[config.mk]
export PLATFORM = sky130hd
export DESIGN_NAME = two_ram_leveller_controller
export DESIGN_NICKNAME = d
export VERILOG_FILES = /design/src/rtl/lvl_pkg.sv /design/src/rtl/lvl_filter.sv /design/src/rtl/lvl_action.sv /design/src/rtl/two_ram_leveller_controller.sv
export SDC_FILE = /design/constraint.sdc
export NUM_CORES = 1
export LEC_CHECK = 0
export BUFFER_PORTS_ARGS = -buffer_cell sky130_fd_sc_hd__buf_2
export CORE_MARGIN = 3
export CORE_UTILIZATION = 61
export CTS_BUF_LIST = sky130_fd_sc_hd__clkbuf_2 sky130_fd_sc_hd__clkbuf_4 sky130_fd_sc_hd__clkbuf_8
export CTS_CLUSTER_DIAMETER = 150
export DETAILED_ROUTE_END_ITERATION = 12
export GPL_TIMING_DRIVEN = 0
export PLACE_DENSITY = 0.83
export SLEW_MARGIN = 40
export SYNTH_ARGS = -nofsm -noshare
export SYNTH_HDL_FRONTEND = slang
export SYNTH_HIERARCHICAL = 1
export SYNTH_SLANG_ARGS = --single-unit
export TNS_END_PERCENT = 1
[constraint.sdc]
create_clock -name clock -period 5.05 [get_ports clock]
set_input_delay 0.505 -clock clock [delete_from_list [all_inputs] [get_ports clock]]
set_output_delay 0.505 -clock clock [all_outputs]
set_load 0.005 [all_outputs]
[src/rtl/lvl_pkg.sv]
// Shared types and codes for the two-ram leveller controller.
// No dependencies; imported by lvl_filter, lvl_action and the top level.
`timescale 1ns / 1ps
`default_nettype none

package lvl_pkg;

   // Operating mode codes
   localparam logic [1:0] MODE_READY  = 2'd0;
   localparam logic [1:0] MODE_MANUAL = 2'd1;
   localparam logic [1:0] MODE_AUTO   = 2'd2;
   localparam logic [1:0] MODE_FAULT  = 2'd3;

   // Level state codes
   localparam logic [1:0] LVL_LEVEL = 2'd0;
   localparam logic [1:0] LVL_NEG   = 2'd1;
   localparam logic [1:0] LVL_POS   = 2'd2;

   // Ram position against the target zone
   localparam logic [1:0] ZONE_BELOW  = 2'd0;
   localparam logic [1:0] ZONE_WITHIN = 2'd1;
   localparam logic [1:0] ZONE_ABOVE  = 2'd2;

   // Configuration register indexes
   localparam logic [2:0] REG_FILTER_INTERVAL = 3'd0;
   localparam logic [2:0] REG_ACTION_INTERVAL = 3'd1;
   localparam logic [2:0] REG_LEVEL_THRESHOLD = 3'd2;
   localparam logic [2:0] REG_ZONE_LOWER      = 3'd3;
   localparam logic [2:0] REG_ZONE_UPPER      = 3'd4;
   localparam logic [2:0] REG_RUN_ENABLE      = 3'd5;

   localparam int CSR_INDEX_W = 3;
   localparam int CSR_DATA_W  = 16;
   localparam int RSP_BITS    = 12;
   localparam int RSP_W       = 16;

   localparam logic [15:0] COUNT_MAX = 16'hFFFF;

   typedef struct packed {
      logic [15:0] interval;
      logic [15:0] threshold;
   } lvl_filt_cfg_type;

   typedef struct packed {
      logic [15:0]        interval;
      logic signed [15:0] zone_lower;
      logic signed [15:0] zone_upper;
      logic               run_enable;
   } lvl_act_cfg_type;

   // Filter status after the current tick
   typedef struct packed {
      logic [1:0] level;
      logic       left_seen;
      logic       right_seen;
   } lvl_filt_stat_type;

   // Action status after the current tick
   typedef struct packed {
      logic [3:0] relay;   // 0 left up, 1 left down, 2 right up, 3 right down
      logic       lamp;
      logic [1:0] mode;
      logic       master_left;
   } lvl_act_stat_type;

   // Saturating tick counter step
   function automatic logic [15:0] sat_inc(input logic [15:0] v);
      sat_inc = (v == COUNT_MAX) ? COUNT_MAX : v + 16'd1;
   endfunction

endpackage

`default_nettype wire

[src/rtl/lvl_filter.sv]
// Proximity filter: interval timer, saturating persistence counters, level state.
// Depends on lvl_pkg.
`timescale 1ns / 1ps
`default_nettype none

module lvl_filter import lvl_pkg::*; (
   input  wire logic              clock,
   input  wire logic              reset,
   input  wire logic              step,
   input  wire lvl_filt_cfg_type  cfg,
   input  wire logic              left_prox_n,
   input  wire logic              right_prox_n,
   output lvl_filt_stat_type      stat
);

   logic [15:0] elapsed_ff, elapsed_in;
   logic [15:0] neg_ff, neg_in;
   logic [15:0] pos_ff, pos_in;
   logic [1:0]  level_ff, level_in;
   logic        left_seen_ff, left_seen_in;
   logic        right_seen_ff, right_seen_in;

   logic [15:0] elapsed_inc;
   logic        fire;
   logic        left_act, right_act;

   assign left_act  = ~left_prox_n;
   assign right_act = ~right_prox_n;

   always_comb begin
      elapsed_inc   = sat_inc(elapsed_ff);
      fire          = (elapsed_inc >= cfg.interval);
      elapsed_in    = fire ? 16'd0 : elapsed_inc;
      neg_in        = neg_ff;
      pos_in        = pos_ff;
      level_in      = level_ff;
      left_seen_in  = left_seen_ff;
      right_seen_in = right_seen_ff;
      if (fire) begin
         left_seen_in  = left_act;
         right_seen_in = right_act;
         neg_in = left_act ? sat_inc(neg_ff) : 16'd0;
         pos_in = right_act ? sat_inc(pos_ff) : 16'd0;
         if (left_act && (neg_in > cfg.threshold)) begin
            level_in = LVL_NEG;
         end
         // positive wins when both have persisted
         if (right_act && (pos_in > cfg.threshold)) begin
            level_in = LVL_POS;
         end
         if (!left_act && !right_act) begin
            level_in = LVL_LEVEL;
         end
      end
   end

   always_ff @(posedge clock) begin
      if (reset) begin
         elapsed_ff    <= '0;
         neg_ff        <= '0;
         pos_ff        <= '0;
         level_ff      <= LVL_LEVEL;
         left_seen_ff  <= 1'b0;
         right_seen_ff <= 1'b0;
      end else if (step) begin
         elapsed_ff    <= elapsed_in;
         neg_ff        <= neg_in;
         pos_ff        <= pos_in;
         level_ff      <= level_in;
         left_seen_ff  <= left_seen_in;
         right_seen_ff <= right_seen_in;
      end
   end

   assign stat.level      = level_in;
   assign stat.left_seen  = left_seen_in;
   assign stat.right_seen = right_seen_in;

endmodule

`default_nettype wire

[src/rtl/lvl_action.sv]
// Ram readings, action timer, mode selection and relay drive.
// Depends on lvl_pkg; takes the level state from lvl_filter.
`timescale 1ns / 1ps
`default_nettype none

module lvl_action import lvl_pkg::*; #(
   parameter int POSITION_BITS = 16
) (
   input  wire logic                     clock,
   input  wire logic                     reset,
   input  wire logic                     step,
   input  wire lvl_act_cfg_type          cfg,
   input  wire logic [1:0]               level,
   input  wire logic                     manual_switch,
   input  wire logic                     left_new,
   input  wire logic [POSITION_BITS-1:0] left_position,
   input  wire logic                     left_fail,
   input  wire logic                     right_new,
   input  wire logic [POSITION_BITS-1:0] right_position,
   input  wire logic                     right_fail,
   output lvl_act_stat_type              stat
);

   localparam int CMP_W = (POSITION_BITS > 16) ? POSITION_BITS : 16;

   logic [15:0]              elapsed_ff, elapsed_in;
   logic [POSITION_BITS-1:0] left_pos_ff, left_pos_in;
   logic [POSITION_BITS-1:0] right_pos_ff, right_pos_in;
   logic                     left_fail_ff, left_fail_in;
   logic                     right_fail_ff, right_fail_in;
   logic [1:0]               mode_ff, mode_in;
   logic                     master_ff, master_in;
   logic [3:0]               relay_ff, relay_in;
   logic                     lamp_ff, lamp_in;

   logic [15:0]        elapsed_inc;
   logic               fire;
   logic [1:0]         zone_l, zone_r;
   logic signed [CMP_W-1:0] lower_x, upper_x, left_x, right_x;

   assign lower_x = CMP_W'(cfg.zone_lower);
   assign upper_x = CMP_W'(cfg.zone_upper);
   assign left_x  = CMP_W'($signed(left_pos_in));
   assign right_x = CMP_W'($signed(right_pos_in));

   // lower bound checked first, also when the zone is inverted
   always_comb begin
      if (left_x < lower_x)       zone_l = ZONE_BELOW;
      else if (left_x > upper_x)  zone_l = ZONE_ABOVE;
      else                        zone_l = ZONE_WITHIN;
      if (right_x < lower_x)      zone_r = ZONE_BELOW;
      else if (right_x > upper_x) zone_r = ZONE_ABOVE;
      else                        zone_r = ZONE_WITHIN;
   end

   always_comb begin
      left_pos_in   = left_new ? left_position : left_pos_ff;
      left_fail_in  = left_new ? left_fail : left_fail_ff;
      right_pos_in  = right_new ? right_position : right_pos_ff;
      right_fail_in = right_new ? right_fail : right_fail_ff;

      mode_in   = mode_ff;
      if ((left_new && left_fail) || (right_new && right_fail)) begin
         mode_in = MODE_FAULT;
      end

      elapsed_inc = sat_inc(elapsed_ff);
      fire        = (elapsed_inc >= cfg.interval);
      elapsed_in  = fire ? 16'd0 : elapsed_inc;

      master_in = master_ff;
      relay_in  = relay_ff;
      lamp_in   = lamp_ff;

      if (fire) begin
         relay_in = 4'b0000;
         if (cfg.run_enable) begin
            if (manual_switch) begin
               mode_in = MODE_MANUAL;
               lamp_in = 1'b0;
            end else if (!left_fail_in && !right_fail_in) begin
               mode_in = MODE_AUTO;
               lamp_in = 1'b1;
            end else begin
               mode_in = MODE_FAULT;
            end
            if (mode_in == MODE_AUTO) begin
               // a low left ram is raised and takes master before the right side is judged
               if (zone_l == ZONE_BELOW) begin
                  master_in   = 1'b1;
                  relay_in[0] = 1'b1;
               end else if (master_in) begin
                  relay_in[1] = (zone_l == ZONE_ABOVE);
               end else begin
                  relay_in[0] = (level == LVL_NEG);
                  relay_in[1] = (level == LVL_POS);
               end
               if (zone_r == ZONE_BELOW) begin
                  master_in   = 1'b0;
                  relay_in[2] = 1'b1;
               end else if (!master_in) begin
                  relay_in[3] = (zone_r == ZONE_ABOVE);
               end else begin
                  relay_in[3] = (level == LVL_NEG);
                  relay_in[2] = (level == LVL_POS);
               end
            end
         end
      end
   end

   always_ff @(posedge clock) begin
      if (reset) begin
         elapsed_ff    <= '0;
         left_pos_ff   <= '0;
         right_pos_ff  <= '0;
         left_fail_ff  <= 1'b0;
         right_fail_ff <= 1'b0;
         mode_ff       <= MODE_READY;
         master_ff     <= 1'b1;
         relay_ff      <= '0;
         lamp_ff       <= 1'b0;
      end else if (step) begin
         elapsed_ff    <= elapsed_in;
         left_pos_ff   <= left_pos_in;
         right_pos_ff  <= right_pos_in;
         left_fail_ff  <= left_fail_in;
         right_fail_ff <= right_fail_in;
         mode_ff       <= mode_in;
         master_ff     <= master_in;
         relay_ff      <= relay_in;
         lamp_ff       <= lamp_in;
      end
   end

   assign stat.relay       = relay_in;
   assign stat.lamp        = lamp_in;
   assign stat.mode        = mode_in;
   assign stat.master_left = master_in;

endmodule

`default_nettype wire

[src/rtl/two_ram_leveller_controller.sv]
// Two-ram leveller controller top level: stream ports, register file, input and result words.
// Depends on lvl_pkg, lvl_filter and lvl_action.
//
//   channel  direction  handshake              payload
//   req      in         req_tvalid/req_tready  tick word (proximity, switch, ram readings)
//   rsp      out        rsp_tvalid/rsp_tready  relay, lamp, mode and level word
//   csr      in         csr_valid/csr_ready    register index and 16-bit data
//
// One word per clock sustained while rsp_tready stays high; a tick waits in the input register and
// its result is registered into the result register as the tick leaves the input register.
// The input register advances whenever the result register is empty or being taken,
// so a stalled rsp holds both stages and drops req_tready only once both are full.
// Reset is synchronous; all timers, counters and flags return to their power-up values.
// csr_ready is always high.
`timescale 1ns / 1ps
`default_nettype none

module two_ram_leveller_controller import lvl_pkg::*; #(
   parameter int POSITION_BITS = 16
) (
   input  wire logic                     clock,
   input  wire logic                     reset,
   input  wire logic                     req_tvalid,
   output      logic                     req_tready,
   // left_prox_n, right_prox_n, manual_switch, left_new, left_position,
   // left_fail, right_new, right_position, right_fail, zero fill
   input  wire logic [((7 + 2 * POSITION_BITS + 7) / 8) * 8 - 1:0] req_tdata,
   output      logic                     rsp_tvalid,
   input  wire logic                     rsp_tready,
   // left_up, left_down, right_up, right_down, auto_led, mode[1:0],
   // level_state[1:0], master_left, left_prox_seen, right_prox_seen, zero fill
   output      logic [RSP_W-1:0]         rsp_tdata,
   input  wire logic                     csr_valid,
   output      logic                     csr_ready,
   input  wire logic [CSR_INDEX_W-1:0]   csr_index,
   input  wire logic [CSR_DATA_W-1:0]    csr_data
);

   localparam int REQ_BITS = 7 + 2 * POSITION_BITS;
   localparam int LPOS_LSB = 4;
   localparam int LFAIL    = 4 + POSITION_BITS;
   localparam int RNEW     = 5 + POSITION_BITS;
   localparam int RPOS_LSB = 6 + POSITION_BITS;
   localparam int RFAIL    = 6 + 2 * POSITION_BITS;

   lvl_filt_cfg_type  filt_cfg_ff;
   lvl_act_cfg_type   act_cfg_ff;
   lvl_filt_stat_type filt_stat;
   lvl_act_stat_type  act_stat;

   logic                req_valid_ff;
   logic [REQ_BITS-1:0] req_data_ff;
   logic                rsp_valid_ff;
   logic [RSP_W-1:0]    rsp_data_ff, rsp_data_in;
   logic                advance;

   assign advance    = req_valid_ff && (!rsp_valid_ff || rsp_tready);
   assign req_tready = !req_valid_ff || advance;
   assign csr_ready  = 1'b1;

   always_ff @(posedge clock) begin
      if (reset) begin
         filt_cfg_ff.interval   <= 16'd10;
         filt_cfg_ff.threshold  <= 16'd10;
         act_cfg_ff.interval    <= 16'd250;
         act_cfg_ff.zone_lower  <= -16'sd100;
         act_cfg_ff.zone_upper  <= 16'sd100;
         act_cfg_ff.run_enable  <= 1'b0;
      end else if (csr_valid) begin
         case (csr_index)
            REG_FILTER_INTERVAL: filt_cfg_ff.interval  <= csr_data;
            REG_ACTION_INTERVAL: act_cfg_ff.interval   <= csr_data;
            REG_LEVEL_THRESHOLD: filt_cfg_ff.threshold <= csr_data;
            REG_ZONE_LOWER:      act_cfg_ff.zone_lower <= $signed(csr_data);
            REG_ZONE_UPPER:      act_cfg_ff.zone_upper <= $signed(csr_data);
            REG_RUN_ENABLE:      act_cfg_ff.run_enable <= csr_data[0];
            default: ;
         endcase
      end
   end

   // input word register
   always_ff @(posedge clock) begin
      if (reset) begin
         req_valid_ff <= 1'b0;
      end else if (req_tready) begin
         req_valid_ff <= req_tvalid;
      end
   end

   always_ff @(posedge clock) begin
      if (req_tvalid && req_tready) begin
         req_data_ff <= req_tdata[REQ_BITS-1:0];
      end
   end

   lvl_filter u_filter (
      .clock        (clock),
      .reset        (reset),
      .step         (advance),
      .cfg          (filt_cfg_ff),
      .left_prox_n  (req_data_ff[0]),
      .right_prox_n (req_data_ff[1]),
      .stat         (filt_stat)
   );

   lvl_action #(
      .POSITION_BITS (POSITION_BITS)
   ) u_action (
      .clock          (clock),
      .reset          (reset),
      .step           (advance),
      .cfg            (act_cfg_ff),
      .level          (filt_stat.level),
      .manual_switch  (req_data_ff[2]),
      .left_new       (req_data_ff[3]),
      .left_position  (req_data_ff[LPOS_LSB +: POSITION_BITS]),
      .left_fail      (req_data_ff[LFAIL]),
      .right_new      (req_data_ff[RNEW]),
      .right_position (req_data_ff[RPOS_LSB +: POSITION_BITS]),
      .right_fail     (req_data_ff[RFAIL]),
      .stat           (act_stat)
   );

   assign rsp_data_in = {{(RSP_W - RSP_BITS){1'b0}},
                         filt_stat.right_seen, filt_stat.left_seen,
                         act_stat.master_left, filt_stat.level,
                         act_stat.mode, act_stat.lamp, act_stat.relay};

   // result word register
   always_ff @(posedge clock) begin
      if (reset) begin
         rsp_valid_ff <= 1'b0;
      end else if (advance) begin
         rsp_valid_ff <= 1'b1;
      end else if (rsp_tready) begin
         rsp_valid_ff <= 1'b0;
      end
   end

   always_ff @(posedge clock) begin
      if (advance) begin
         rsp_data_ff <= rsp_data_in;
      end
   end

   assign rsp_tvalid = rsp_valid_ff;
   assign rsp_tdata  = rsp_data_ff;

endmodule

`default_nettype wire
# Yosys cells after proc, flatten, opt, wreduce, memory -nomap -nowiden
# Index checks and enable logic that the tools add are counted.
# Widths: inputs -> output; s select.
# totals
register_bits,244
inputBits,64
wordCells,133
# op_classes
addsub,4
n_lt_le_gt_ge,8
n_eq_ne,14
muxes,54
n_bitwise,2
reduce_logical,26
# op_table
operator,n
$mux 16,10
$add 16x1->16 const B,4
$eq 16x16->1 const B,4
$gt 16x16->1,4
$ge 16x16->1,2
$lt 16x16->1,2
$mux 2,14
$mux 1,27
$reduce_and 2->1,7
$mux 4,3
$eq 2x2->1 const B,4
$logic_and 1x1->1,8
$eq 3x2->1 const B,2
$eq 3x3->1 const B,2
$logic_not 1->1,4
$logic_not 2->1,2
$eq 3x1->1 const B,1
$logic_not 3->1,1
$logic_or 1x1->1,3
$eq 2x1->1 const B,1
$not 1->1,2
$reduce_bool 2->1,1

# Logic depth before layout (Yosys ltp)
# Gate-level depths: netlist of run 1.
# depth
ltp_word,16
ltp_mapped,19

# By module
# The synthesis of run 1 kept the hierarchy.
# by_module_without_submodules
mod,n_inst,cells_each,area_per_inst_um2,seq_area_each_um2
lvl_action,1,580,4912.2,1161.1
two_ram_leveller_controller,1,372,4887.2,3193.1
lvl_filter,1,584,4410.5,1041.0

# Worst setup path after synthesis of run 1
# OpenSTA, ideal clock, no wires.
# synth_path
kind,reg2reg
from,register u_filter.pos_ff[0]
to,"register rsp_data_ff[1], in the netlist rsp_tdata[1] (data pin)"
setup_time_ns,0.257
arrival_ns,3.405
required_time_ns,4.793
slack_ns,1.388
stages_incl_launch_ff,16
cell_sequence,dfxtp_1 -> ha_1 -> nand4_1 -> or3_4 -> buf_6 -> a21oi_2 -> ha_1 -> a21oi_1 -> o21ai_1 -> a221o_1 -> o31a_1 -> nand2b_1 -> a21boi_1 -> nand2b_1 -> o22ai_1 -> a32o_1
# synth_rtl
element,line,text
from (decl),lvl_filter.sv:18,"logic [15:0] pos_ff, pos_in;"
from (signal assigned),lvl_filter.sv:68,pos_ff <= pos_in;
to (signal assigned),two_ram_leveller_controller.sv:143,rsp_data_ff <= rsp_data_in;
to (decl),two_ram_leveller_controller.sv:54,"logic [RSP_W-1:0] rsp_data_ff, rsp_data_in;"

==> summary.md, run 1 <==
| Metric | Value |
|---|---|
| CTS buffer count | 41 |
| First drt pass iteration count | 8 |
| Worst Path Arrival | 4.81 ns |
| MaxCap Viol Count | 0 |
| Setup TNS | 0 ns |
| Root buffer cell | clkbuf_8 |
| Fin. Hold Viols | 0 |
| Clock Path Buffers | 3 |
| Detailed-route via count | 11800 |
| Unique cell type count in the Yosys netlist | 90 |
| Final Skew | 0.0296 ns |
| Most frequent cells in the layout | 193 x dfxtp_1, 131 x nor2_1, 130 x ha_1 |
| Nets | 1852 |
| RSZ-0062 raised after global routing | false |
| Run status | finished clean |
| DRC violations left | 0 |
| Worst-path clk slew | 0.06 ns |
| # fillers | 1727 |
| H-tree levels | 2 |
| Post-synthesis register bit count | 244 |
| Worst Setup Path Type | register to register |
| Worst-skew pair later-pin latency | 0.56 ns |
| Final setup viols | 0 |
| Max VDD drop | 0.269 mV |
| Post-route setup slack | 0.539 ns |
| Area contributors post-synth | dfxtp_1 27%, ha_1 11%, edfxtp_1 11%, mux2i_1 9.0%, a21oi_1 4.2% |
| Wire length after detailed routing | 36.3 mm |
| Vias per inst | 5.89 |
| Most common cell after layout, fill and taps aside | dfxtp_1 |
| Die width | 159 microns |
| Routability cong. | 0.966 |
| Asr flop ratio synth | 0 |
| Die Area | 25200 sq um |
| Post-synth EDFFs | 51 |
| CP top delay family | compound AO/OA/AOI/OAI gates |
| Worst EP required | 5.35 ns |
| Seq/Total Area, Yosys | 0.380 |
| Share of layout cells above drive strength 1 | 0.156 |
| Crit path time final | 4.51 ns |
| Pre-CTS setup slack | 0.656 ns |
| Hold Crit Class | input port to register |
| Die span in y | 159 microns |
| Vias in the first global route | 11500 |
| Worst slew pin tran | 0.741 ns |
| CP Cell Sequence | ha_1, nand4_1, or3_4, buf_6, a21oi_2, ha_1, a21oi_1, o21ai_1, a221o_1, o31a_1, nand2b_1, a21boi_1, nand2b_1, o22ai_1, a32o_1 |
| Worst path bufs/invs | 1 |
| I/O pin total | 83 |
| Clock sinks | 244 |
| CP max FO | 10 |
| Pins Over Slew Limit | 0 |
| Critical Path Max Stage Delay | 0.52 ns |
| Post-Syn Area per Cell | 9.25 sq um |
| Post-DRT Antenna Nets | 0 |
| Leading area contributor after synthesis | dfxtp_1 |
| Type of destination of the critical path | register |
| Setup crit start kind | register |
| Global-route wire length before repair | 57.6 mm |
| Post-cts sizing count | 0 |
| Number of post-CTS setup repair buffers | 0 |
| Cell Pwr Density | 274 nW/um^2 |
| CTS tree | done |
| Ys flop type | dfxtp_1 |
| Port bufs | 76 |
| Post-DP HPWL | 26.9 mm |
| Total congestion overflow | 0 |
| Fmax | 222 MHz |
| Core Region | 22800 sq um |
| Largest net degree at the start of global routing | 40 |
| Starting Density | 0.624 |
| Top cell type's share of synthesized area | 0.272 |
| Detailed Route Iter0 Violations | 846 |
| Slew Limit Headroom | 0.506 |
| Leak pwr | 6.85 nW |
| Tot GR Track Use | 0.286 |
| CTS Hold Bufs | 0 |
| DR WL/cell | 18.1 microns |
| Post-synthesis instance total | 1536 |
| Fin crit share | 0.893 |
| Ys Warns | 6 |
| Cell row count | 55 |
| Area growth, synth to finish | 11.7% |
| Initial antenna violation count | 0 |
| Mapped Area | 14200 sq um |
| Ant diodes | 0 |
| Slowest CP cell | or3_4 |
[power by group]
part	internal (mW)	switching (mW)
combinational	0.169	0.260
sequential	2.04	0.0240
clock	1.05	0.801
[flip-flops by register name, indices dropped and copies added, names as in the netlist, 2 cells and up]
name,count
rsp_tdata,12
u_action/mode_ff,2
u_filter/level_ff,2
u_action/right_pos_ff,16
u_filter/neg_ff,16
u_filter/elapsed_ff,16
req_data_ff,39
filt_cfg_ff,32
u_filter/pos_ff,16
act_cfg_ff,49
u_action/elapsed_ff,16
u_action/relay_ff,4
u_action/left_pos_ff,16
[per-layer routing]
metal	routed length [microns]	GRT usage	vias to the layer above
met4	1340	0.120	0
met3	2310	0.0533	108
met1	15900	0.377	5603
met5	0	0	-
met2	16800	0.465	394
li1	-	-	5692
[worst paths after layout]
path                            slack (ns)          startpoint               to  cells after the start
worst max-delay path                  0.54  u_filter/pos_ff[1]     rsp_tdata[1]                     15
worst min-delay path                  0.12       req_tdata[14]  req_data_ff[14]                      1
worst max register to register        0.54  u_filter/pos_ff[1]     rsp_tdata[1]                     15
worst min register to register        0.46        req_valid_ff       rsp_tvalid                      2
[final cells by class]
cell class	instances	area, sq um	area share
Timing Repair Buffer	76	380	0.0240
Multi-Input combinational cell	1110	8000	0.504
Clock buffer	63	792	0.0499
Buffer	86	462	0.0291
Clock inverter	11	80.1	0.00504
Tap cell	313	392	0.0247
Inverter	99	372	0.0234
Sequential cell	244	5400	0.340
[kinds of logic (layout without fill, tap and decap cells)]
group,count (synthesis),count (layout),synth area share
buffers and inverters,185,335,0.0586
DFF,244,244,0.380
xor gates and xnor gates,34,34,0.0210
and+or+nand+nor,504,504,0.186
muxes,162,162,0.117
AOI/OAI and AO/OA,275,275,0.122
adders and majority gates,130,130,0.114
other,2,5,0.000529
[cell usage after synthesis, drive strengths merged, types with 34 or more instances]
cell type,n
nand3,45
nand2b,82
inv,97
clkbuf,44
nand2,107
a21oi,130
buf,41
mux2,34
nand4,36
dfxtp,193
nor2,132
o21ai,44
ha,130
mux2i,128
edfxtp,51
[stage by stage]
step | power (mW) | std cells | hold slack [ns] | utilization | area [sq um]
6_report | 4.35 | 2002 | 0.122 | 0.697 | 15900
5_1_grt | 4.51 | 2002 | 0.0981 | 0.697 | 15900
4_1_cts | 4.37 | 2002 | 0.0945 | 0.697 | 15900
3_5_place_dp | 2.52 | 1928 | 0.451 | 0.658 | 15000
3_3_place_gp | 2.51 | 1928 | 0.439 | 0.658 | 15000
2_1_floorplan | 2.38 | 1539 | 0.432 | - | 14200
[worst reg2reg max path, delay by kind of cell (launching register included)]
family	cells	cell delay (ns)
compound gates	8	1.88
simple gates	4	1.33
fa+ha+maj	2	0.51
flops	1	0.38
buf+inv	1	0.17
(Power assumes the default switching activity.)
==> inputs of run 2 (changes only) <==
--- a/config.mk
+++ b/config.mk
@@ -8,14 +8,12 @@
 export BUFFER_PORTS_ARGS = -buffer_cell sky130_fd_sc_hd__buf_2
 export CORE_MARGIN = 3
 export CORE_UTILIZATION = 61
-export CTS_BUF_LIST = sky130_fd_sc_hd__clkbuf_2 sky130_fd_sc_hd__clkbuf_4 sky130_fd_sc_hd__clkbuf_8
 export CTS_CLUSTER_DIAMETER = 150
 export DETAILED_ROUTE_END_ITERATION = 12
 export GPL_TIMING_DRIVEN = 0
-export PLACE_DENSITY = 0.83
+export PLACE_DENSITY = 0.8
 export SLEW_MARGIN = 40
 export SYNTH_ARGS = -nofsm -noshare
 export SYNTH_HDL_FRONTEND = slang
-export SYNTH_HIERARCHICAL = 1
 export SYNTH_SLANG_ARGS = --single-unit
 export TNS_END_PERCENT = 1
==> run 2 against run 1 <==
Cell count decreased by 1.2%. Global-route usage increased by 0.48 points. First-iteration DRC count increased by 4.7%. Via count increased by 0.44%. Total power decreased by 0.99%. Critical endpoint is now rsp_tdata[3].
==> summary.md, run 2 <==
| Metric | Value |
|---|---|
| Run status | finished clean |
| Area growth, synth to finish | 11.7% (about the same) |
| Detailed Route Iter0 Violations | 886 (+4.7%) |
| Ys Warns | 0 (-6) |
| Largest regs | act_cfg_ff x49, req_data_ff x39, filt_cfg_ff x32 |
| Cell Pwr Density | 291 nW/um^2 (+6.2%) |
| First drt pass iteration count | 7 (-1) |
| Sw power | 1.06 mW (-2.3%) |
| Most frequent cells in the layout | 346 x nand2_1, 197 x a21oi_1, 193 x dfxtp_1 |
| Max reg flops | 49 (unchanged) |
| Die Area | 23500 sq um (-6.5%) |
| Routability cong. | 0.917 (-5.1%) |
| Slowest CP cell | o31ai_1 |
| Die span in y | 153 microns (-3.3%) |
| Final setup viols | 0 (unchanged) |
| Comb pwr share | 0.096 (-0.003) |
| CTS tree | done |
| Initial antenna violation count | 1 (+1) |
| CP Cell Sequence | ha_1, nand4_1, nor2_1, nand3_1, or3_1, clkbuf_1, a21oi_1, ha_1, a21oi_1, o21ai_0, o2bb2ai_1, o31ai_1, nand2_1, a22o_1, mux2_2, o31ai_1 |
| Int Power | 3.25 mW (-0.55%) |
| Clock sinks | 244 (unchanged) |
| Fin. Hold Viols | 0 (unchanged) |
| Cells after DPL | 1933 (+0.26%) |
| Type of destination of the critical path | register |
| Setup TNS | 0 ns (unchanged) |
| Worst Setup Path Type | register to register |
| Setup crit start kind | register |
| Crit path time final | 4.71 ns (+0.197 ns) |
| Ys flop type | dfxtp_1 |
| Worst path bufs/invs | 1 (unchanged) |
| Tot GR Track Use | 0.291 (+0.00480) |
| Total congestion overflow | 0 (unchanged) |
| Top cell type's share of synthesized area | 0.292 (+0.0197) |
| Final Power | 4.31 mW (-0.99%) |
| Critical Path Max Stage Delay | 0.58 ns (+0.06 ns) |
| Leak pwr | 5.94 nW (-13%) |
| Post-synthesis instance total | 1580 (+2.9%) |
| Worst-skew pair later-pin latency | 0.53 ns (-0.03 ns) |
| Fmax | 212 MHz (-4.2%) |
| Worst slew pin tran | 0.831 ns (+0.0900 ns) |
| Die width | 153 microns (-3.3%) |
| Number of post-CTS setup repair buffers | 0 (unchanged) |
| Clock group share of total power | 0.423 (-0.003) |
| Cell row count | 53 (-3.6%) |
| DRC violations left | 0 (unchanged) |
| H-tree levels | 1 (-1) |
| Reg2Reg Setup Slack | 0.34 ns (-0.20 ns) |
| Pre-CTS setup slack | 0.463 ns (-0.193 ns) |
| Ant diodes | 0 (unchanged) |
| Largest net degree at the start of global routing | 40 (unchanged) |
| Slew Limit Headroom | 0.446 (-0.0600) |
| Post-Syn Area per Cell | 8.38 sq um (-9.4%) |
| CP max FO | 10 (unchanged) |
| CP top delay family | compound AO/OA/AOI/OAI gates |
| Core Region | 21200 sq um (-7.1%) |
| Wire length after detailed routing | 35.0 mm (-3.7%) |
| Nets | 1879 (+1.5%) |
| Share of layout cells above drive strength 1 | 0.100 (-0.0558) |
| Count leader, synth | nand2_1 |
| Worst Hold Depth | 1 (unchanged) |
| Leading area contributor after synthesis | dfxtp_1 |
| Seq/Total Area, Yosys | 0.407 (+0.0276) |
| Seq pwr share | 0.481 (+0.005) |
| Layout Cells excl Fill | 1977 (-1.2%) |
| RSZ-0062 raised after global routing | false |
| I/O pin total | 83 (unchanged) |
| Worst r2r path cells | 16 (+1) |
| Most common cell after layout, fill and taps aside | nand2_1 |
| R2R Path End | rsp_tdata[3] |
| Unique cell type count in the Yosys netlist | 59 (-34%) |
| Net Sw Frac | 0.246 (-0.00336) |
| Post-DRT Antenna Nets | 0 (unchanged) |
| Post-DP HPWL | 26.4 mm (-2.0%) |
| Max VDD drop | 0.286 mV (+6.3%) |
| Pins Over Slew Limit | 0 (unchanged) |
| Worst Hold Launch | req_tdata[5] |
| Worst Path Arrival | 5.05 ns (+0.24 ns) |
| Root buffer cell | clkbuf_16 |
| Mapped Area | 13200 sq um (-6.8%) |
| Worst-path clk slew | 0.06 ns (about the same) |
| Clock Path Buffers | 3 (unchanged) |
| Hold path endpoint | req_data_ff[5] |
| Asr flop ratio synth | 0 (unchanged) |
| Post-route setup slack | 0.342 ns (-0.197 ns) |
| Post-synth EDFFs | 51 (unchanged) |
| Global-route wire length before repair | 56.4 mm (-2.1%) |
| Starting Density | 0.626 (+0.00241) |
| Post-synthesis register bit count | 244 (unchanged) |
| # fillers | 1712 (-0.87%) |
| Commonest cells in the netlist | 346 x nand2_1, 197 x a21oi_1, 193 x dfxtp_1 |
| Vias per inst | 5.99 (+1.7%) |
| Area contributors post-synth | dfxtp_1 29%, ha_1 12%, edfxtp_1 12%, nand2_1 9.8%, a21oi_1 7.4% |
| Worst EP required | 5.40 ns (+0.05 ns) |
| Final Skew | 0.0128 ns (-0.0168 ns) |
| Port bufs | 75 (-1.3%) |
| Vias in the first global route | 11200 (-2.8%) |
| MaxCap Viol Count | 0 (unchanged) |
| CTS buffer count | 25 (-39%) |
| DR WL/cell | 17.7 microns (-2.4%) |
| Detailed-route via count | 11800 (+0.44%) |
| Reg2Reg Launch Point | u_filter.pos_ff[0] |
| Hold Crit Class | input port to register |
| Fin crit share | 0.932 (+0.0391) |
| Reg with most FFs | act_cfg_ff |
==> run 2: final cells by class <==
type                       count  area, sq um  area share
inverter                      94          353      0.0238
clock buffer                  33          686      0.0463
buffer                        80          329      0.0222
tap                          275          344      0.0233
timing repair buffer          75          375      0.0254
multi-input combinational   1165         7200       0.487
sequential                   244         5400       0.365
clock inverter                11          110     0.00744
==> run 2: what timing repair did <==
item | CTS | global route
endpoints found under the setup margin | 0 | 10
hold buffers | 0 | 0
gates resized for setup | 0 | 1
==> run 2: how the worst max path moves through the flow <==
stage                                      start  slack, ns                      end  cells after the start
final                         u_filter.pos_ff[0]       0.34             rsp_tdata[3]                     16
after global routing      u_action.elapsed_ff[0]       0.05  u_action.elapsed_ff[15]                     17
after CTS                     u_filter.pos_ff[0]       0.44             rsp_tdata[3]                     16
after detailed placement      u_filter.pos_ff[0]       0.46             rsp_tdata[3]                     16
after global placement    u_action.elapsed_ff[0]       0.55   u_action.elapsed_ff[5]                     17
after floorplan           u_action.elapsed_ff[0]       1.35       u_action.master_ff                     18
==> run 2: per-stage QoR <==
step                hold WS, ns  area, sq um  utilization
finish                    0.148        14800        0.699
global route              0.133        14800        0.699
CTS                       0.131        14800        0.699
detailed placement        0.447        14000        0.661
global placement          0.439        14000        0.661
floorplan                 0.432        13300            -
==> run 2: cells by family (layout without fill, tap and decap cells) <==
| kind of cell | count (synthesis) | after routing | share of synthesized area |
|---|---|---|---|
| buffers and inverters | 174 | 293 | 0.0514 |
| and+or+nand+nor | 575 | 575 | 0.187 |
| adders and majority gates | 130 | 130 | 0.123 |
| DFF | 244 | 244 | 0.407 |
| AOI/OAI and AO/OA | 377 | 377 | 0.172 |
| other | 2 | 5 | 0.000567 |
| muxes | 39 | 39 | 0.0326 |
| xor gates and xnor gates | 39 | 39 | 0.0258 |
==> run 2: power by group through the flow <==
stage                     clock network [mW]  registers (mW)  logic [mW]
after CTS                               1.84            2.07       0.403
after global routing                    1.93            2.07       0.456
after floorplan                            0            2.11       0.256
after detailed placement                   0            2.11       0.400
final                                   1.82            2.07       0.413
after global placement                     0            2.11       0.384
==> run 2: per-layer routing <==
metal	global-route usage	vias to the layer above	wire length, microns
met3	0.0634	106	3120
met2	0.464	452	15800
met1	0.396	5576	14800
met5	0	-	19
met4	0.0992	2	1290
li1	-	5713	-
==> run 2: worst register-to-register path: cells and delay by family, from the launching register on <==
kind	cells	cell delay, ns
multiplexers	1	0.29
buffers and inverters	1	0.27
flip-flops	1	0.41
AND/OR/NAND/NOR	5	1.25
adder cells (fa/ha/maj)	2	0.57
AO/OA/AOI/OAI	7	1.73
